===== src/design/sts_pkg.sv =====
// shared types and constants for the script token scanner
// used by sts_front, sts_queue, sts_back and script_token_scanner; no dependencies
package sts_pkg;

    // scanner modes
    localparam logic [2:0] MODE_IDLE = 3'd0;
    localparam logic [2:0] MODE_LT   = 3'd1;
    localparam logic [2:0] MODE_GT   = 3'd2;
    localparam logic [2:0] MODE_EQ   = 3'd3;
    localparam logic [2:0] MODE_STR  = 3'd4;
    localparam logic [2:0] MODE_NUM  = 3'd5;
    localparam logic [2:0] MODE_NAME = 3'd6;

    // token types
    localparam logic [3:0] TK_EOF    = 4'd0;
    localparam logic [3:0] TK_LT     = 4'd1;
    localparam logic [3:0] TK_LE     = 4'd2;
    localparam logic [3:0] TK_GT     = 4'd3;
    localparam logic [3:0] TK_GE     = 4'd4;
    localparam logic [3:0] TK_ASSIGN = 4'd5;
    localparam logic [3:0] TK_EQ     = 4'd6;
    localparam logic [3:0] TK_STRING = 4'd7;
    localparam logic [3:0] TK_NUMBER = 4'd8;
    localparam logic [3:0] TK_NAME   = 4'd9;
    localparam logic [3:0] TK_UNTERM = 4'd10;

    // character classes set by the front end
    localparam logic [2:0] CLS_OTHER  = 3'd0;
    localparam logic [2:0] CLS_EOI    = 3'd1;
    localparam logic [2:0] CLS_LT     = 3'd2;
    localparam logic [2:0] CLS_GT     = 3'd3;
    localparam logic [2:0] CLS_EQ     = 3'd4;
    localparam logic [2:0] CLS_QUOTE  = 3'd5;
    localparam logic [2:0] CLS_DIGIT  = 3'd6;
    localparam logic [2:0] CLS_LETTER = 3'd7;

    // special characters
    localparam logic [7:0] CH_LT    = 8'h3C;
    localparam logic [7:0] CH_GT    = 8'h3E;
    localparam logic [7:0] CH_EQ    = 8'h3D;
    localparam logic [7:0] CH_QUOTE = 8'h22;
    localparam logic [7:0] CH_0     = 8'h30;
    localparam logic [7:0] CH_9     = 8'h39;
    localparam logic [7:0] CH_UA    = 8'h41;
    localparam logic [7:0] CH_UZ    = 8'h5A;
    localparam logic [7:0] CH_LA    = 8'h61;
    localparam logic [7:0] CH_LZ    = 8'h7A;

    // classified character as it sits in the queue
    typedef struct packed {
        logic [7:0] ch;
        logic [2:0] cls;
    } t_entry;

    // one output word
    typedef struct packed {
        logic [3:0] ttype;
        logic       has_char;
        logic [7:0] ch;
        logic       done;
        logic       last;
    } t_res;

endpackage


===== src/design/sts_front.sv =====
// front end: input handshake and character classification
// depends on sts_pkg; feeds sts_queue
module sts_front (
    input  logic            i_s_tvalid,
    output logic            o_s_tready,
    input  logic [7:0]      i_char,
    input  logic            i_eoi,
    input  logic            i_full,
    output logic            o_push,
    output sts_pkg::t_entry o_entry
);

    // accept whenever the queue has room
    assign o_s_tready = !i_full;
    assign o_push     = i_s_tvalid && !i_full;

    // classify the character
    always_comb begin
        o_entry.ch  = i_char;
        o_entry.cls = sts_pkg::CLS_OTHER;
        if (i_eoi) begin
            o_entry.cls = sts_pkg::CLS_EOI;
        end else if (i_char == sts_pkg::CH_LT) begin
            o_entry.cls = sts_pkg::CLS_LT;
        end else if (i_char == sts_pkg::CH_GT) begin
            o_entry.cls = sts_pkg::CLS_GT;
        end else if (i_char == sts_pkg::CH_EQ) begin
            o_entry.cls = sts_pkg::CLS_EQ;
        end else if (i_char == sts_pkg::CH_QUOTE) begin
            o_entry.cls = sts_pkg::CLS_QUOTE;
        end else if (i_char >= sts_pkg::CH_0 && i_char <= sts_pkg::CH_9) begin
            o_entry.cls = sts_pkg::CLS_DIGIT;
        end else if ((i_char >= sts_pkg::CH_UA && i_char <= sts_pkg::CH_UZ) ||
                     (i_char >= sts_pkg::CH_LA && i_char <= sts_pkg::CH_LZ)) begin
            o_entry.cls = sts_pkg::CLS_LETTER;
        end
    end

endmodule


===== src/design/sts_queue.sv =====
// short queue of classified characters between front and back end
// depends on sts_pkg
module sts_queue #(
    parameter int DEPTH = 4
) (
    input  logic            i_clk,
    input  logic            i_rst_n,
    input  logic            i_push,
    input  sts_pkg::t_entry i_entry,
    output logic            o_full,
    output logic            o_valid,
    output sts_pkg::t_entry o_entry,
    input  logic            i_pop
);

    localparam int PW = (DEPTH > 1) ? $clog2(DEPTH) : 1;
    localparam int CW = $clog2(DEPTH + 1);
    localparam logic [PW-1:0] LAST_PTR = PW'(DEPTH - 1);
    localparam logic [CW-1:0] FULL_CNT = CW'(DEPTH);

    sts_pkg::t_entry r_mem [DEPTH];
    logic [PW-1:0]   r_wr_ptr, n_wr_ptr;
    logic [PW-1:0]   r_rd_ptr, n_rd_ptr;
    logic [CW-1:0]   r_count,  n_count;
    logic            do_push, do_pop;

    assign o_full  = (r_count == FULL_CNT);
    assign o_valid = (r_count != '0);
    assign o_entry = r_mem[r_rd_ptr];
    assign do_push = i_push && !o_full;
    assign do_pop  = i_pop && o_valid;

    // pointer and count update
    always_comb begin
        n_wr_ptr = r_wr_ptr;
        n_rd_ptr = r_rd_ptr;
        n_count  = r_count;
        if (do_push) begin
            n_wr_ptr = (r_wr_ptr == LAST_PTR) ? '0 : r_wr_ptr + 1'b1;
        end
        if (do_pop) begin
            n_rd_ptr = (r_rd_ptr == LAST_PTR) ? '0 : r_rd_ptr + 1'b1;
        end
        if (do_push && !do_pop) begin
            n_count = r_count + 1'b1;
        end else if (do_pop && !do_push) begin
            n_count = r_count - 1'b1;
        end
    end

    always_ff @(posedge i_clk) begin
        if (!i_rst_n) begin
            r_wr_ptr <= '0;
            r_rd_ptr <= '0;
            r_count  <= '0;
        end else begin
            r_wr_ptr <= n_wr_ptr;
            r_rd_ptr <= n_rd_ptr;
            r_count  <= n_count;
        end
    end

    // storage
    always_ff @(posedge i_clk) begin
        if (do_push) begin
            r_mem[r_wr_ptr] <= i_entry;
        end
    end

endmodule


===== src/design/sts_back.sv =====
// back end: scanner mode machine, output register and second-word holding stage
// depends on sts_pkg; pops from sts_queue
module sts_back (
    input  logic            i_clk,
    input  logic            i_rst_n,
    input  logic            i_q_valid,
    input  sts_pkg::t_entry i_q_entry,
    output logic            o_pop,
    output logic            o_m_tvalid,
    input  logic            i_m_tready,
    output sts_pkg::t_res   o_res
);

    logic [2:0]    r_mode, n_mode;
    logic          r_out_valid;
    sts_pkg::t_res r_out;
    logic          r_pend_valid;
    sts_pkg::t_res r_pend;

    logic          out_free;
    sts_pkg::t_res res0, res1, idle_res;
    logic [1:0]    cnt;
    logic          idle_cnt;
    logic [2:0]    idle_mode;
    logic [3:0]    with_eq, alone, run_type;
    sts_pkg::t_res blank;

    assign out_free   = !r_out_valid || i_m_tready;
    assign o_pop      = i_q_valid && !r_pend_valid && out_free;
    assign o_m_tvalid = r_out_valid;
    assign o_res      = r_out;

    assign blank = '{ttype: sts_pkg::TK_EOF, has_char: 1'b0, ch: 8'h00,
                     done: 1'b0, last: 1'b0};

    // outcome of scanning the character from idle
    always_comb begin
        idle_res  = blank;
        idle_cnt  = 1'b0;
        idle_mode = sts_pkg::MODE_IDLE;
        unique case (i_q_entry.cls)
            sts_pkg::CLS_EOI: begin
                idle_res.done = 1'b1;
                idle_cnt      = 1'b1;
            end
            sts_pkg::CLS_LT:    idle_mode = sts_pkg::MODE_LT;
            sts_pkg::CLS_GT:    idle_mode = sts_pkg::MODE_GT;
            sts_pkg::CLS_EQ:    idle_mode = sts_pkg::MODE_EQ;
            sts_pkg::CLS_QUOTE: idle_mode = sts_pkg::MODE_STR;
            sts_pkg::CLS_DIGIT: begin
                idle_res.ttype    = sts_pkg::TK_NUMBER;
                idle_res.has_char = 1'b1;
                idle_res.ch       = i_q_entry.ch;
                idle_cnt          = 1'b1;
                idle_mode         = sts_pkg::MODE_NUM;
            end
            sts_pkg::CLS_LETTER: begin
                idle_res.ttype    = sts_pkg::TK_NAME;
                idle_res.has_char = 1'b1;
                idle_res.ch       = i_q_entry.ch;
                idle_cnt          = 1'b1;
                idle_mode         = sts_pkg::MODE_NAME;
            end
            default: ;
        endcase
    end

    // token types for operator and run modes
    always_comb begin
        unique case (r_mode)
            sts_pkg::MODE_LT: begin
                with_eq = sts_pkg::TK_LE;
                alone   = sts_pkg::TK_LT;
            end
            sts_pkg::MODE_GT: begin
                with_eq = sts_pkg::TK_GE;
                alone   = sts_pkg::TK_GT;
            end
            default: begin
                with_eq = sts_pkg::TK_EQ;
                alone   = sts_pkg::TK_ASSIGN;
            end
        endcase
        run_type = (r_mode == sts_pkg::MODE_NUM) ? sts_pkg::TK_NUMBER : sts_pkg::TK_NAME;
    end

    // mode machine: up to two words per character
    always_comb begin
        res0   = idle_res;
        res1   = blank;
        cnt    = {1'b0, idle_cnt};
        n_mode = idle_mode;
        unique case (r_mode) inside
            sts_pkg::MODE_LT, sts_pkg::MODE_GT, sts_pkg::MODE_EQ: begin
                res0      = blank;
                res0.done = 1'b1;
                if (i_q_entry.cls == sts_pkg::CLS_EQ) begin
                    res0.ttype = with_eq;
                    cnt        = 2'd1;
                    n_mode     = sts_pkg::MODE_IDLE;
                end else begin
                    res0.ttype = alone;
                    res1       = idle_res;
                    cnt        = 2'd1 + {1'b0, idle_cnt};
                end
            end
            sts_pkg::MODE_STR: begin
                res0       = blank;
                res0.ttype = sts_pkg::TK_STRING;
                cnt        = 2'd1;
                if (i_q_entry.cls == sts_pkg::CLS_EOI) begin
                    res0.ttype = sts_pkg::TK_UNTERM;
                    res0.done  = 1'b1;
                    n_mode     = sts_pkg::MODE_IDLE;
                end else if (i_q_entry.cls == sts_pkg::CLS_QUOTE) begin
                    res0.done = 1'b1;
                    n_mode    = sts_pkg::MODE_IDLE;
                end else begin
                    res0.has_char = 1'b1;
                    res0.ch       = i_q_entry.ch;
                    n_mode        = sts_pkg::MODE_STR;
                end
            end
            sts_pkg::MODE_NUM, sts_pkg::MODE_NAME: begin
                res0       = blank;
                res0.ttype = run_type;
                if (i_q_entry.cls == sts_pkg::CLS_DIGIT ||
                    i_q_entry.cls == sts_pkg::CLS_LETTER) begin
                    res0.has_char = 1'b1;
                    res0.ch       = i_q_entry.ch;
                    cnt           = 2'd1;
                    n_mode        = r_mode;
                end else begin
                    // terminator ends the run and is scanned again from idle
                    res0.done = 1'b1;
                    res1      = idle_res;
                    cnt       = 2'd1 + {1'b0, idle_cnt};
                end
            end
            default: ;
        endcase
        if (cnt == 2'd2) begin
            res1.last = 1'b1;
        end else begin
            res0.last = 1'b1;
        end
    end

    // control registers
    always_ff @(posedge i_clk) begin
        if (!i_rst_n) begin
            r_mode       <= sts_pkg::MODE_IDLE;
            r_out_valid  <= 1'b0;
            r_pend_valid <= 1'b0;
        end else begin
            if (o_pop) begin
                r_mode <= n_mode;
            end
            if (out_free) begin
                r_out_valid <= r_pend_valid || (o_pop && cnt != 2'd0);
            end
            if (r_pend_valid && out_free) begin
                r_pend_valid <= 1'b0;
            end else if (o_pop && cnt == 2'd2) begin
                r_pend_valid <= 1'b1;
            end
        end
    end

    // output word and held second word
    always_ff @(posedge i_clk) begin
        if (out_free) begin
            if (r_pend_valid) begin
                r_out <= r_pend;
            end else if (o_pop) begin
                r_out <= res0;
            end
        end
        if (o_pop && cnt == 2'd2) begin
            r_pend <= res1;
        end
    end

    // a held second word always waits behind a word on the output
    a_pend_behind_out: assert property (@(posedge i_clk) disable iff (!i_rst_n)
        r_pend_valid |-> r_out_valid)
        else $error("second word held without an output word");

    // a two-word character leaves its second word held
    a_two_words_held: assert property (@(posedge i_clk) disable iff (!i_rst_n)
        (o_pop && cnt == 2'd2) |=> r_pend_valid)
        else $error("second word of a character lost");

    // a character word never closes a token
    a_char_not_done: assert property (@(posedge i_clk) disable iff (!i_rst_n)
        r_out_valid |-> !(r_out.has_char && r_out.done))
        else $error("word carries both a character and a token end");

    // only strings, numbers and names carry characters
    a_char_type: assert property (@(posedge i_clk) disable iff (!i_rst_n)
        (r_out_valid && r_out.has_char) |->
            (r_out.ttype == sts_pkg::TK_STRING || r_out.ttype == sts_pkg::TK_NUMBER ||
             r_out.ttype == sts_pkg::TK_NAME))
        else $error("character word with an operator or end type");

    // the first word of a character is not its last when a second follows
    a_first_not_last: assert property (@(posedge i_clk) disable iff (!i_rst_n)
        (o_pop && out_free && cnt == 2'd2) |=> (r_out_valid && !r_out.last))
        else $error("first of two words marked last");

endmodule


===== src/design/script_token_scanner.sv =====
// top level of the script token scanner: stream ports, front end, queue, back end
// depends on sts_pkg, sts_front, sts_queue and sts_back
//
// Takes one source byte per word (tuser set = end of input) and streams out token
// words: a character word for every string, number or name character and a
// token-end word carrying the token type. A byte that gives one word or none is
// taken every cycle unless the output stalls; a byte that ends a token and starts another (an operator
// followed by a token start, or the byte that ends a number or name) gives two
// words, and its second word waits in the holding register while the next byte is held back.
// The first word of a byte passes through the queue and then the output register;
// a QUEUE_DEPTH-entry queue lets the input keep running while the output stalls.
module script_token_scanner #(
    parameter int QUEUE_DEPTH = 4
) (
    input  logic       i_clk,
    input  logic       i_rst_n,
    input  logic       i_s_tvalid,
    output logic       o_s_tready,
    input  logic [7:0] i_s_tdata,   // [7:0] in_char
    input  logic [0:0] i_s_tuser,   // [0] end_of_input
    output logic       o_m_tvalid,
    input  logic       i_m_tready,
    output logic [7:0] o_m_tdata,   // [7:0] char_value
    output logic [5:0] o_m_tuser,   // [3:0] token_type, [4] has_char, [5] token_done
    output logic       o_m_tlast    // last word caused by one input byte
);

    logic            full;
    logic            push;
    sts_pkg::t_entry push_entry;
    logic            q_valid;
    sts_pkg::t_entry q_entry;
    logic            pop;
    sts_pkg::t_res   res;

    // classify and push
    sts_front u_front (
        .i_s_tvalid (i_s_tvalid),
        .o_s_tready (o_s_tready),
        .i_char     (i_s_tdata),
        .i_eoi      (i_s_tuser[0]),
        .i_full     (full),
        .o_push     (push),
        .o_entry    (push_entry)
    );

    // decoupling queue
    sts_queue #(
        .DEPTH (QUEUE_DEPTH)
    ) u_queue (
        .i_clk   (i_clk),
        .i_rst_n (i_rst_n),
        .i_push  (push),
        .i_entry (push_entry),
        .o_full  (full),
        .o_valid (q_valid),
        .o_entry (q_entry),
        .i_pop   (pop)
    );

    // scan and emit
    sts_back u_back (
        .i_clk      (i_clk),
        .i_rst_n    (i_rst_n),
        .i_q_valid  (q_valid),
        .i_q_entry  (q_entry),
        .o_pop      (pop),
        .o_m_tvalid (o_m_tvalid),
        .i_m_tready (i_m_tready),
        .o_res      (res)
    );

    // pack the output word
    assign o_m_tdata = res.ch;
    assign o_m_tuser = {res.done, res.has_char, res.ttype};
    assign o_m_tlast = res.last;

endmodule


===== config.mk =====
export PLATFORM = sky130hd
export DESIGN_NAME = script_token_scanner
export DESIGN_NICKNAME = d
export VERILOG_FILES = /design/src/design/sts_pkg.sv /design/src/design/sts_front.sv /design/src/design/sts_queue.sv /design/src/design/sts_back.sv /design/src/design/script_token_scanner.sv
export SDC_FILE = /design/constraint.sdc
export NUM_CORES = 1
export LEC_CHECK = 0
export BUFFER_PORTS_ARGS = -buffer_cell sky130_fd_sc_hd__buf_2
export CAP_MARGIN = 10
export CORE_MARGIN = 4
export CORE_UTILIZATION = 56
export CTS_CLUSTER_DIAMETER = 30
export DETAILED_ROUTE_END_ITERATION = 10
export PLACE_DENSITY = 0.79
export SETUP_SLACK_MARGIN = 0.05
export SLEW_MARGIN = 20
export SYNTH_ARGS = -nofsm -noshare
export SYNTH_HDL_FRONTEND = slang
export SYNTH_SLANG_ARGS = --single-unit

===== constraint.sdc =====
create_clock -name i_clk -period 3.1 [get_ports i_clk]
set_input_delay 0 -clock i_clk [delete_from_list [all_inputs] [get_ports i_clk]]
set_output_delay 0 -clock i_clk [all_outputs]
set_load 0.05 [all_outputs]

# Word-level counts from Yosys, hierarchy flattened
# Memories as Yosys holds them, arrays and structs flattened. A register that Yosys moved wholly into a read port is not among the register bits.
# Index checks and enable logic that the tools add are counted.
[word_totals] out_inout_bits=17 memories=1 wordCells=128 input_bits=13 register_bits=42 ramBits=44
[mem_list] name="u_queue.r_mem" words=4 word_bits=11 rd=1 rd_ports_with_merged_regs=1 wr=1 line="sts_queue.sv:21" text="sts_pkg::t_entry r_mem [DEPTH];"
[classes] n_addsub=5 n_reduce_logical=32 n_mux=45 eq_ne=22 magnitude_cmp=6 bitwise_logic=1
[ops] operator="$mux W15" count=4
[ops] operator="$pmux W15 S3" count=1
[ops] operator="$mux W3" count=13
[ops] operator="$eq A8 B6 Y1 const B" count=4
[ops] operator="$pmux W15 S2" count=1
[ops] operator="$mux W9" count=3
[ops] operator="$pmux W13 S2" count=1
[ops] operator="$eq A3 B3 Y1 const B" count=8
[ops] operator="$pmux W3 S6" count=1
[ops] operator="$ge A8 B7 Y1 const B" count=2
[ops] operator="$le A8 B7 Y1 const B" count=2
[ops] operator="$logic_and A1 B1 Y1" count=13
[ops] operator="$eq A3 B2 Y1 const B" count=4
[ops] operator="$mux W2" count=6
[ops] operator="$pmux W3 S2" count=2
[ops] operator="$mux W1" count=9
[ops] operator="$pmux W3 S3" count=1
[ops] operator="$ge A8 B6 Y1 const B" count=1
[ops] operator="$le A8 B6 Y1 const B" count=1
[ops] operator="$mux W4" count=2
[ops] operator="$eq A2 B2 Y1 const B" count=3
[ops] operator="$eq A3 B1 Y1 const B" count=2
[ops] operator="$pmux W2 S3" count=1
[ops] operator="$reduce_bool A2 Y1" count=3
[ops] operator="other kinds (12)" count=23

# Logic depth before layout (Yosys ltp)
# Gate-level depths: netlist of the first run.
[logic_depth] ltp_word=10 depth_mapped=10 mapped_depth_nobuf=9

# Cells and area by module
# Synthesis of the first run repeated with hierarchy kept, for this count alone.
[unflattened] cells_unflattened=293 area_unflattened_um2=3892.5
[modules_own_cells] mod="sts_queue" n_inst=1 seq_area_each_um2=1501.4 cells_per_inst=108 area_each_um2=2063.2
[modules_own_cells] mod="sts_back" n_inst=1 seq_area_each_um2=910.9 cells_per_inst=150 area_each_um2=1590.3
[modules_own_cells] mod="sts_front" n_inst=1 seq_area_each_um2=0.0 cells_per_inst=35 area_each_um2=239.0

# Least setup slack after synthesis of the first run
# OpenSTA, ideal clock, no wires.
[synth_timing] path_type="reg2reg" start="reg (tool-made name)" end="reg u_back.r_pend[0] in the netlist's numbering (enable)" setup_slack_ns=0.490 period_less_slack_ns=2.610 setup_time_ns=0.380 path_stages_with_launch=6 path_buffers=1 t_required_ns=2.720 arrival_ns=2.230 path_cell_list="dfxtp_1 -> buf_6 -> mux4_2 -> or3b_1 -> a21o_1 -> nor2_1"
[synth_rtl] item="end signal, assigned" line="sts_back.sv:180" text="r_pend <= res1;"
[synth_rtl] item="end, declared" line="sts_back.sv:18" text="sts_pkg::t_res r_pend;"

==> out/results.tsv, run 1 <==
metric	value	unit
status	completed	
synthesized area per cell	13.3	um^2
Slew Viols, Final	0	
chip width	90.2	um
Core Rows	29	
largest cells by area after synthesis	edfxtp_1, dfxtp_1, mux4_2, nand2_1, mux4_1	
layout cells sized above 1	20.0	%
number of setup violations in the final report	0	
kind of critical path	reg -> reg	
Worst R2R Setup Slack	0.52	ns
EDFF count, synth	71	
synth cell count leaders	edfxtp_1, nand2_1, a21oi_1	
clock root buffer	clkbuf_8	
Initial Utilization	58.6	%
max-cap viol count	0	
Hold Crit Class	in -> reg	
Layout area overhead	14.0	%
final hold vios	0	
vias in the first global route	2250	
r2r endpoint	u_back.r_pend[7]	
Leakage Power	1.57	nW
Critical path buffers and inverters	1	
Critical Path Max Stage Delay	0.68	ns
post-detailed-placement half-perimeter wirelength	4.56	mm
# placed instances	385	
Iteration-0 DRC Markers	131	
via count	2418	
crit path DAT	2.66	ns
antenna diode count	0	
fraction of registers with async set/reset	0	%
first-pass GRT wire length	11.0	mm
slowest cell on the critical path	mux4_2	
full die area	8140	um^2
DRT Pass-1 Iters	4	
Startpoint Class	flip-flop	
maximum clock frequency	0.388	GHz
IO Count	30	
final worst clock skew	0.0123	ns
unrepaired setup endpoints after global routing	false	
post-synthesis cell area	3790	um^2
largest net degree at the start of global routing	20	
CTS clk-pin slew, worst paths	0.09	ns
Hold Path Origin	i_m_tready	
#FFs+latches synth	85	
WL final	6.75	mm
CP Data Required Time	3.18	ns
worst slew pin tran	0.900	ns
synthesized netlist cell count	284	
YS warnings	0	
Core Region	6460	um^2
GP Congestion	0.967	
dominant cell type by area after synthesis	edfxtp_1	
post-route ant nets	0	
top-count cell post-synth	edfxtp_1	
Congestion Overflow GR	0	
count of cell types in the netlist	50	
CTS tree	yes	
vias per cell	5.87	
delay-heaviest family, CP	simple AND/OR/NAND/NOR gates	
Main synth FF type	edfxtp_1	
DRC	0	
Min Clock Period, post-route	2.58	ns
Synth Net Count	304	
clock sinks	85	
crit-path cells	mux4_2 -> or3b_1 -> a21o_1 -> nor2_1 -> buf_4	
final instance area	4320	um^2
grt met1 use	22.7	%
PortBufs	29	
Worst R2R Path Depth	5	
Peak VDD IR	0.604	mV
met2 usage	26.4	%
Die Ht	90.2	um
DR WL/cell	16.4	um
setup_tns	0	ns
final std cells w/o fill	412	
clk_lat worst skew	0.36	ns
worst hold path endpoint	u_back.r_pend_valid	
Num CTS Buffers	9	
gr busiest metal	met2	
met3 Track Usage GR	5.84	%
initial antenna violation count	0	
gr usage total	17.3	%
Hold Path Stages	4	
# nets final	350	
CTS H-tree lvls	3	
critical path peak fanout	15	
top cell type's share of synthesized area	56.3	%
Tcrit/Tclk final	83.2	%
pwr dens	962	nW/um^2
post-synthesis sequential area ratio	63.7	%
Worst Setup End Kind	flip-flop	
DP Area	4030	um^2
clock buffer depth	2	
relative slew slack	39.9	%
## logic make-up after synthesis
kind of cell | Yosys count | share of synthesized area [%]
xor+xnor | 4 | 0.925
buf+inv | 23 | 2.61
compound gates | 57 | 9.82
simple gates | 94 | 12.7
mux | 13 | 7.50
flops | 85 | 63.7
fa+ha+maj | 8 | 2.78
## per-stage QoR
stage | setup slack [ns] | power (mW) | hold slack (ns) | util [%]
2_1_floorplan | 0.490 | 3.05 | 0.0989 | -
3_3_place_gp | 0.620 | 3.40 | 0.251 | 62.3
3_5_place_dp | 0.528 | 3.45 | 0.274 | 62.3
4_1_cts | 0.498 | 4.16 | 0.00173 | 66.8
5_1_grt | 0.384 | 4.40 | 0.0289 | 66.8
6_report | 0.521 | 4.15 | 0.0337 | 66.8
## report_power, final
part / internal, mW / switching (mW)
clock network: 0.300 / 0.420
registers: 1.56 / 0.144
logic: 0.608 / 1.12
## how the worst max path moves through the flow
| stage | cells after the start | endpoint | slack [ns] | from |
|---|---|---|---|---|
| after floorplan | 5 | u_back.r_pend[0] | 0.49 | flip-flop |
| after global placement | 5 | u_back.r_pend[3] | 0.62 | flip-flop |
| after detailed placement | 5 | u_back.r_pend[4] | 0.53 | flip-flop |
| after CTS | 5 | u_back.r_pend[4] | 0.50 | flip-flop |
| after global routing | 5 | u_back.r_pend[4] | 0.38 | flip-flop |
| final | 5 | u_back.r_pend[7] | 0.52 | flip-flop |
## area by class of cell
cell class | count | area, um^2
Multi-Input combinational cell | 176 | 1270
Clock buffer | 9 | 124
Sequential cell | 85 | 2410
Timing Repair Buffer | 48 | 315
Tap cell | 77 | 96.3
Clock inverter | 7 | 56.3
Fill cell | 478 | 2140
Inverter | 10 | 37.5
## cells in the final DEF, fill, tap and decap left out, drive strengths merged, types with 2 or more instances in the layout
cell,n
o21a,2
or3b,3
a31oi,2
nor2b,4
or3,5
nor3,6
o31a,2
a211o,2
ha,6
o21ai,12
clkinvlp,3
xor2,3
a21boi,2
dfxtp,14
dlygate4sd3,11
mux4,11
a21o,3
nor2,11
inv,11
edfxtp,71
clkbuf,9
buf,37
a211oi,3
and3,6
a21oi,20
or4b,2
nand2,36
nand3,6
clkinv,3
nor3b,3
and2,9
## flip-flops by register name (all words and copies together) (netlist names), named ones only
signal and count:
u_back.r_mode 3, u_queue.r_mem 44, u_back.o_res 15, u_queue.r_count 3, u_back.r_pend 12, u_queue.r_rd_ptr 2
u_back.o_m_tvalid 1, u_queue.r_wr_ptr 2, u_back.r_pend_valid 1
## routing by layer
layer / vias to the layer above / share of wire [%]
met4: 0 / 1.8
li1: 1166 / -
met2: 94 / 47
met5: - / 0
met3: 11 / 6.8
met1: 1147 / 44
## timing repair
item | 4_1_cts | 5_1_grt
endpoints found under the hold margin | 49 | 0
resized for setup | 0 | 0
setup buffers | 0 | 0
hold buffers | 11 | 0
## tightest hold or removal path, cell delays in order
cell	delay (ns)
buf_2	0.08
nor2b_1	0.07
nand3_1	0.11
o31ai_1	0.09
(Power assumes the default switching activity.)
==> inputs of run 2 (changes only) <==
Settings changed: ABC_AREA set to 1.
Clock period 3.1 ns to 2.4 ns, I/O delays scaled along.
==> run 2 against run 1 <==
Count of clock-buffer cells in the layout did not move. Critical path depth rose by 6. Worst setup slack got worse by 0.17 ns. Global-route usage is 0.87 points higher. Sequential share of layout area down 0.66 points. Sequential power grew 30%. Flip-flop and latch count stayed put. Synthesized cell count is 33% higher. Wire length is 4.8% higher. Critical endpoint is now u_queue.r_count[2].
==> out/results.tsv, run 2 <==
metric	value	unit
Main synth FF type	edfxtp_1	
Core Region	6490	um^2
initial antenna violation count	0	
YS warnings	0	
Congestion Overflow GR	0	
RR Startpoint	u_queue.r_count[0]	
post-synthesis cell area	3850	um^2
number of setup violations in the final report	0	
layout cells sized above 1	17.9	%
final hold vios	0	
Place WS	0.265	ns
Hold Crit Class	in -> reg	
most flop-heavy register	u_queue.r_mem	
Die Ht	90.9	um
clock buffer depth	2	
Peak VDD IR	0.463	mV
crit path DAT	2.30	ns
IO Count	30	
EDFF count, synth	71	
Post-Route Hold Slack	0.0322	ns
synthesized netlist cell count	378	
PortBufs	29	
post-synthesis sequential area ratio	62.7	%
# nets final	444	
max FFs per register	44	
worst slew pin tran	0.559	ns
Worst Slack Setup Final	0.349	ns
Tcrit/Tclk final	85.4	%
dominant cell type by area after synthesis	edfxtp_1	
kind of critical path	reg -> reg	
final worst clock skew	0.00946	ns
Min Clock Period, post-route	2.05	ns
fraction of registers with async set/reset	0	%
clock root buffer	clkbuf_8	
post-route ant nets	0	
Num CTS Buffers	9	
clock sinks	85	
most frequent cells in the layout	nand2_1, edfxtp_1, nor2_1	
Final Util	67.3	%
DP Area	4080	um^2
CTS clk-pin slew, worst paths	0.09	ns
antenna diode count	0	
Leakage Power	1.82	nW
pwr dens	1300	nW/um^2
full die area	8270	um^2
relative slew slack	62.7	%
Synth Net Count	398	
Worst R2R Path Depth	11	
WL final	7.07	mm
Worst Setup End Kind	flip-flop	
#FFs+latches synth	85	
Core Rows	29	
most common cell after layout, fill and taps aside	nand2_1	
synthesized area per cell	10.2	um^2
largest cells by area after synthesis	edfxtp_1, nand2_1, dfxtp_1, nor2_1, inv_1	
DRT Pass-1 Iters	4	
Startpoint Class	flip-flop	
vias in the first global route	2530	
synth cell count leaders	nand2_1, edfxtp_1, nor2_1	
via count	2728	
top cell type's share of synthesized area	55.4	%
Worst Setup SP	u_queue.r_count[0]	
vias per cell	5.39	
clk_lat worst skew	0.36	ns
top-count cell post-synth	nand2_1	
maximum clock frequency	0.488	GHz
Worst R2R Setup Slack	0.35	ns
area used by multi-input combinational logic	1200	um^2
final std cells w/o fill	506	
DR WL/cell	14.0	um
CP Data Required Time	2.65	ns
first-pass GRT wire length	11.8	mm
crit path to	u_queue.r_count[2]	
count of cell types in the netlist	31	
r2r endpoint	u_queue.r_count[2]	
post-detailed-placement half-perimeter wirelength	5.06	mm
max-cap viol count	0	
setup_tns	0	ns
critical path peak fanout	9	
# fillers	487	
status	completed	
Initial Utilization	59.3	%
Iteration-0 DRC Markers	169	
CTS tree	yes	
largest net degree at the start of global routing	22	
Tot Pwr	5.66	mW
CTS H-tree lvls	3	
Hold Path Origin	i_m_tready	
unrepaired setup endpoints after global routing	false	
Reg area	2410	um^2
gr usage total	18.2	%
Slew Viols, Final	0	
# placed instances	481	
Layout area overhead	13.5	%
DRC	0	
GP Congestion	0.879	
chip width	90.9	um
final instance area	4370	um^2
-- run 2: kinds of logic after synthesis --
logic type	synth area share [%]
compound gates	7.77
fa+ha+maj	2.47
buf+inv	6.14
flops	62.7
simple gates	21.0
-- run 2: cell type report --
class                      count  area share [%]
sequential                    85            55.2
tap                           77            2.21
clock buffer                   9            2.84
multi-input combinational    239            27.5
timing repair buffer          46            6.76
inverter                      43            3.84
clock inverter                 7            1.63
-- run 2: worst min path at each step --
stage | end | depth (start not counted)
CTS | u_back.o_m_tvalid | 4
floorplan | u_queue.r_mem[0][10] | 0
global placement | u_queue.r_mem[1][10] | 1
detailed placement | u_queue.r_mem[1][7] | 1
global route | u_back.r_pend_valid | 4
finish | u_back.o_m_tvalid | 4
-- run 2: metal layers --
metal	global-route usage, %	vias up	part of all wire [%]
li1	-	1363	-
met1	24.2	1264	44
met2	28.6	91	48
met3	4.33	10	6.5
met4	8.04	0	2.0
met5	0	-	0
-- run 2: power breakdown --
part	internal [mW]	total (mW)	switching, mW	leakage [nW]
Combinational	0.650	2.44	1.79	0.935
Clock	0.414	0.991	0.577	0.102
Sequential	2.09	2.23	0.137	0.781
Total	3.15	5.66	2.51	1.82
-- run 2: worst max-delay path, cell delays in order, from the launching register on --
cell	delay, ns
dfxtp_1	0.39
inv_1	0.09
nand3_1	0.09
nand2_1	0.18
inv_1	0.10
ha_1	0.14
inv_1	0.07
fa_1	0.43
a21oi_1	0.14
o21ai_0	0.11
o21ai_0	0.15
a21oi_1	0.05
-- run 2: what timing repair did --
action	4_1_cts	5_1_grt
hold endpoints to repair	44	0
setup buffers	0	0
endpoints found under the setup margin	0	12
hold buffers	9	0
gates resized for setup	0	1
==> inputs of run 3 (changes only) <==
Settings changed: PLACE_DENSITY 0.79 to unset, PLACE_DENSITY_LB_ADDON set to 0.08.
==> run 3 against run 2 <==
Flip-flop and latch count is the same. Wire length shrank 3.6%. Sequential power is essentially flat. Maximum frequency grew 3.1%. Via count shrank 2.2%. Critical path type unchanged. Final cell count grew 0.20%. Non-clock buffer count grew 1.
==> out/results.tsv, run 3 (synthesis gave the netlist of run 2 again) <==
metric	value	unit
setup_tns	0	ns
kind of critical path	reg -> reg	
crit path DAT	2.01	ns
CTS clk-pin slew, worst paths	0.09	ns
Tot Pwr	5.75	mW
CP Data Required Time	2.42	ns
Startpoint Class	flip-flop	
IO Count	30	
# fillers	498	
maximum clock frequency	0.503	GHz
vias per cell	5.26	
Min Clock Period, post-route	1.99	ns
most frequent cells in the layout	nand2_1, edfxtp_1, nor2_1	
PortBufs	29	
chip width	90.9	um
number of setup violations in the final report	0	
slowest cell on the critical path	dfxtp_1	
Die Ht	90.9	um
Core Region	6490	um^2
CTS H-tree lvls	3	
DR WL/cell	13.4	um
Hold Crit Class	in -> reg	
r2r endpoint	u_back.r_pend[1]	
unrepaired setup endpoints after global routing	false	
GP Congestion	0.864	
Post-Route Hold Slack	0.00615	ns
Iteration-0 DRC Markers	99	
relative slew slack	60.5	%
WL final	6.82	mm
Reg area	2410	um^2
clock buffer depth	2	
status	completed	
final worst clock skew	0.0135	ns
# nets final	445	
clock sinks	85	
Top cell by count, worst path	nand2_1	
Peak VDD IR	0.573	mV
via count	2668	
Congestion Overflow GR	0	
Core Rows	29	
initial antenna violation count	0	
Final Util	67.6	%
DRC	0	
DRT Pass-1 Iters	4	
max-cap viol count	0	
Tcrit/Tclk final	82.9	%
worst slew pin tran	0.591	ns
clock root buffer	clkbuf_8	
Worst R2R Setup Slack	0.41	ns
Worst Setup End Kind	flip-flop	
post-route ant nets	0	
post-CTS setup buffers	0	
max FFs per register	44	
CTS tree	yes	
worst hold path endpoint	u_queue.r_wr_ptr[1]	
first-pass GRT wire length	11.1	mm
Layout area overhead	14.0	%
crit-path cells	buf_4 -> nand2_1 -> nand3_1 -> nand2_4 -> inv_4 -> nand4_1 -> nand2_2 -> nand2_1 -> inv_1	
layout cells sized above 1	18.1	%
antenna diode count	0	
Hold Path Stages	3	
Hold Path Origin	i_s_tvalid	
gr usage total	17.1	%
largest net degree at the start of global routing	22	
post-detailed-placement half-perimeter wirelength	4.79	mm
final hold vios	0	
Num CTS Buffers	9	
pwr dens	1310	nW/um^2
critical path peak fanout	18	
Leakage Power	1.84	nW
Slew Viols, Final	0	
area used by multi-input combinational logic	1200	um^2
Worst R2R Path Depth	9	
most common cell after layout, fill and taps aside	nand2_1	
Initial Utilization	59.3	%
full die area	8270	um^2
vias in the first global route	2414	
clk_lat worst skew	0.36	ns
most flop-heavy register	u_queue.r_mem	
Critical Path Max Stage Delay	0.42	ns
run 3: worst max-delay path, delay by kind of cell, from the launching register on:
| family | cells | cell delay, ns |
|---|---|---|
| simple gates | 6 | 0.59 |
| buf+inv | 3 | 0.64 |
| flops | 1 | 0.42 |
run 3: cell type report:
cell class / count / share of cell area [%]
Clock buffer: 9 / 2.82
Tap cell: 77 / 2.20
Inverter: 43 / 3.74
Multi-Input combinational cell: 239 / 27.4
Sequential cell: 85 / 55.0
Timing Repair Buffer: 47 / 6.90
Clock inverter: 7 / 1.94
run 3: timing repair:
action / in CTS / in global routing
endpoints found under the setup margin: 0 / 1
gates resized for setup: 0 / 1
hold endpoints to repair: 45 / 0
hold buffers: 9 / 0
run 3: power breakdown:
| group | total, mW | switching, mW | internal [mW] |
|---|---|---|---|
| combinational | 2.47 | 1.82 | 0.656 |
| clock | 1.07 | 0.562 | 0.507 |
| sequential | 2.20 | 0.114 | 2.09 |
| total | 5.75 | 2.49 | 3.25 |
run 3: routing by layer:
layer | share of wire [%] | up-vias | global-route usage, % | wire length (um)
li1 | - | 1367 | - | -
met1 | 48 | 1217 | 23.1 | 3240
met2 | 45 | 71 | 25.9 | 3090
met3 | 5.4 | 13 | 4.17 | 365
met4 | 1.8 | 0 | 8.67 | 123
met5 | 0 | - | 0 | 0
run 3: worst max path at each step:
| stage | start | end | cells past startpoint |
|---|---|---|---|
| 2_1_floorplan | u_queue.r_count[1] | u_queue.r_count[2] | 11 |
| 3_3_place_gp | u_queue.r_count[0] | u_queue.r_count[2] | 11 |
| 3_5_place_dp | u_queue.r_count[0] | u_queue.r_count[2] | 11 |
| 4_1_cts | u_queue.r_count[0] | u_queue.r_count[2] | 11 |
| 5_1_grt | u_queue.r_count[0] | u_queue.r_count[2] | 11 |
| 6_report | flip-flop | u_back.r_pend[1] | 9 |
run 3: per-stage QoR:
stage / instances / area, um^2 / worst slack, ns
floorplan: 378 / 3850 / 0.0707
global placement: 482 / 4090 / 0.429
detailed placement: 482 / 4090 / 0.375
CTS: 507 / 4390 / 0.343
global route: 507 / 4390 / 0.125
finish: 507 / 4390 / 0.410
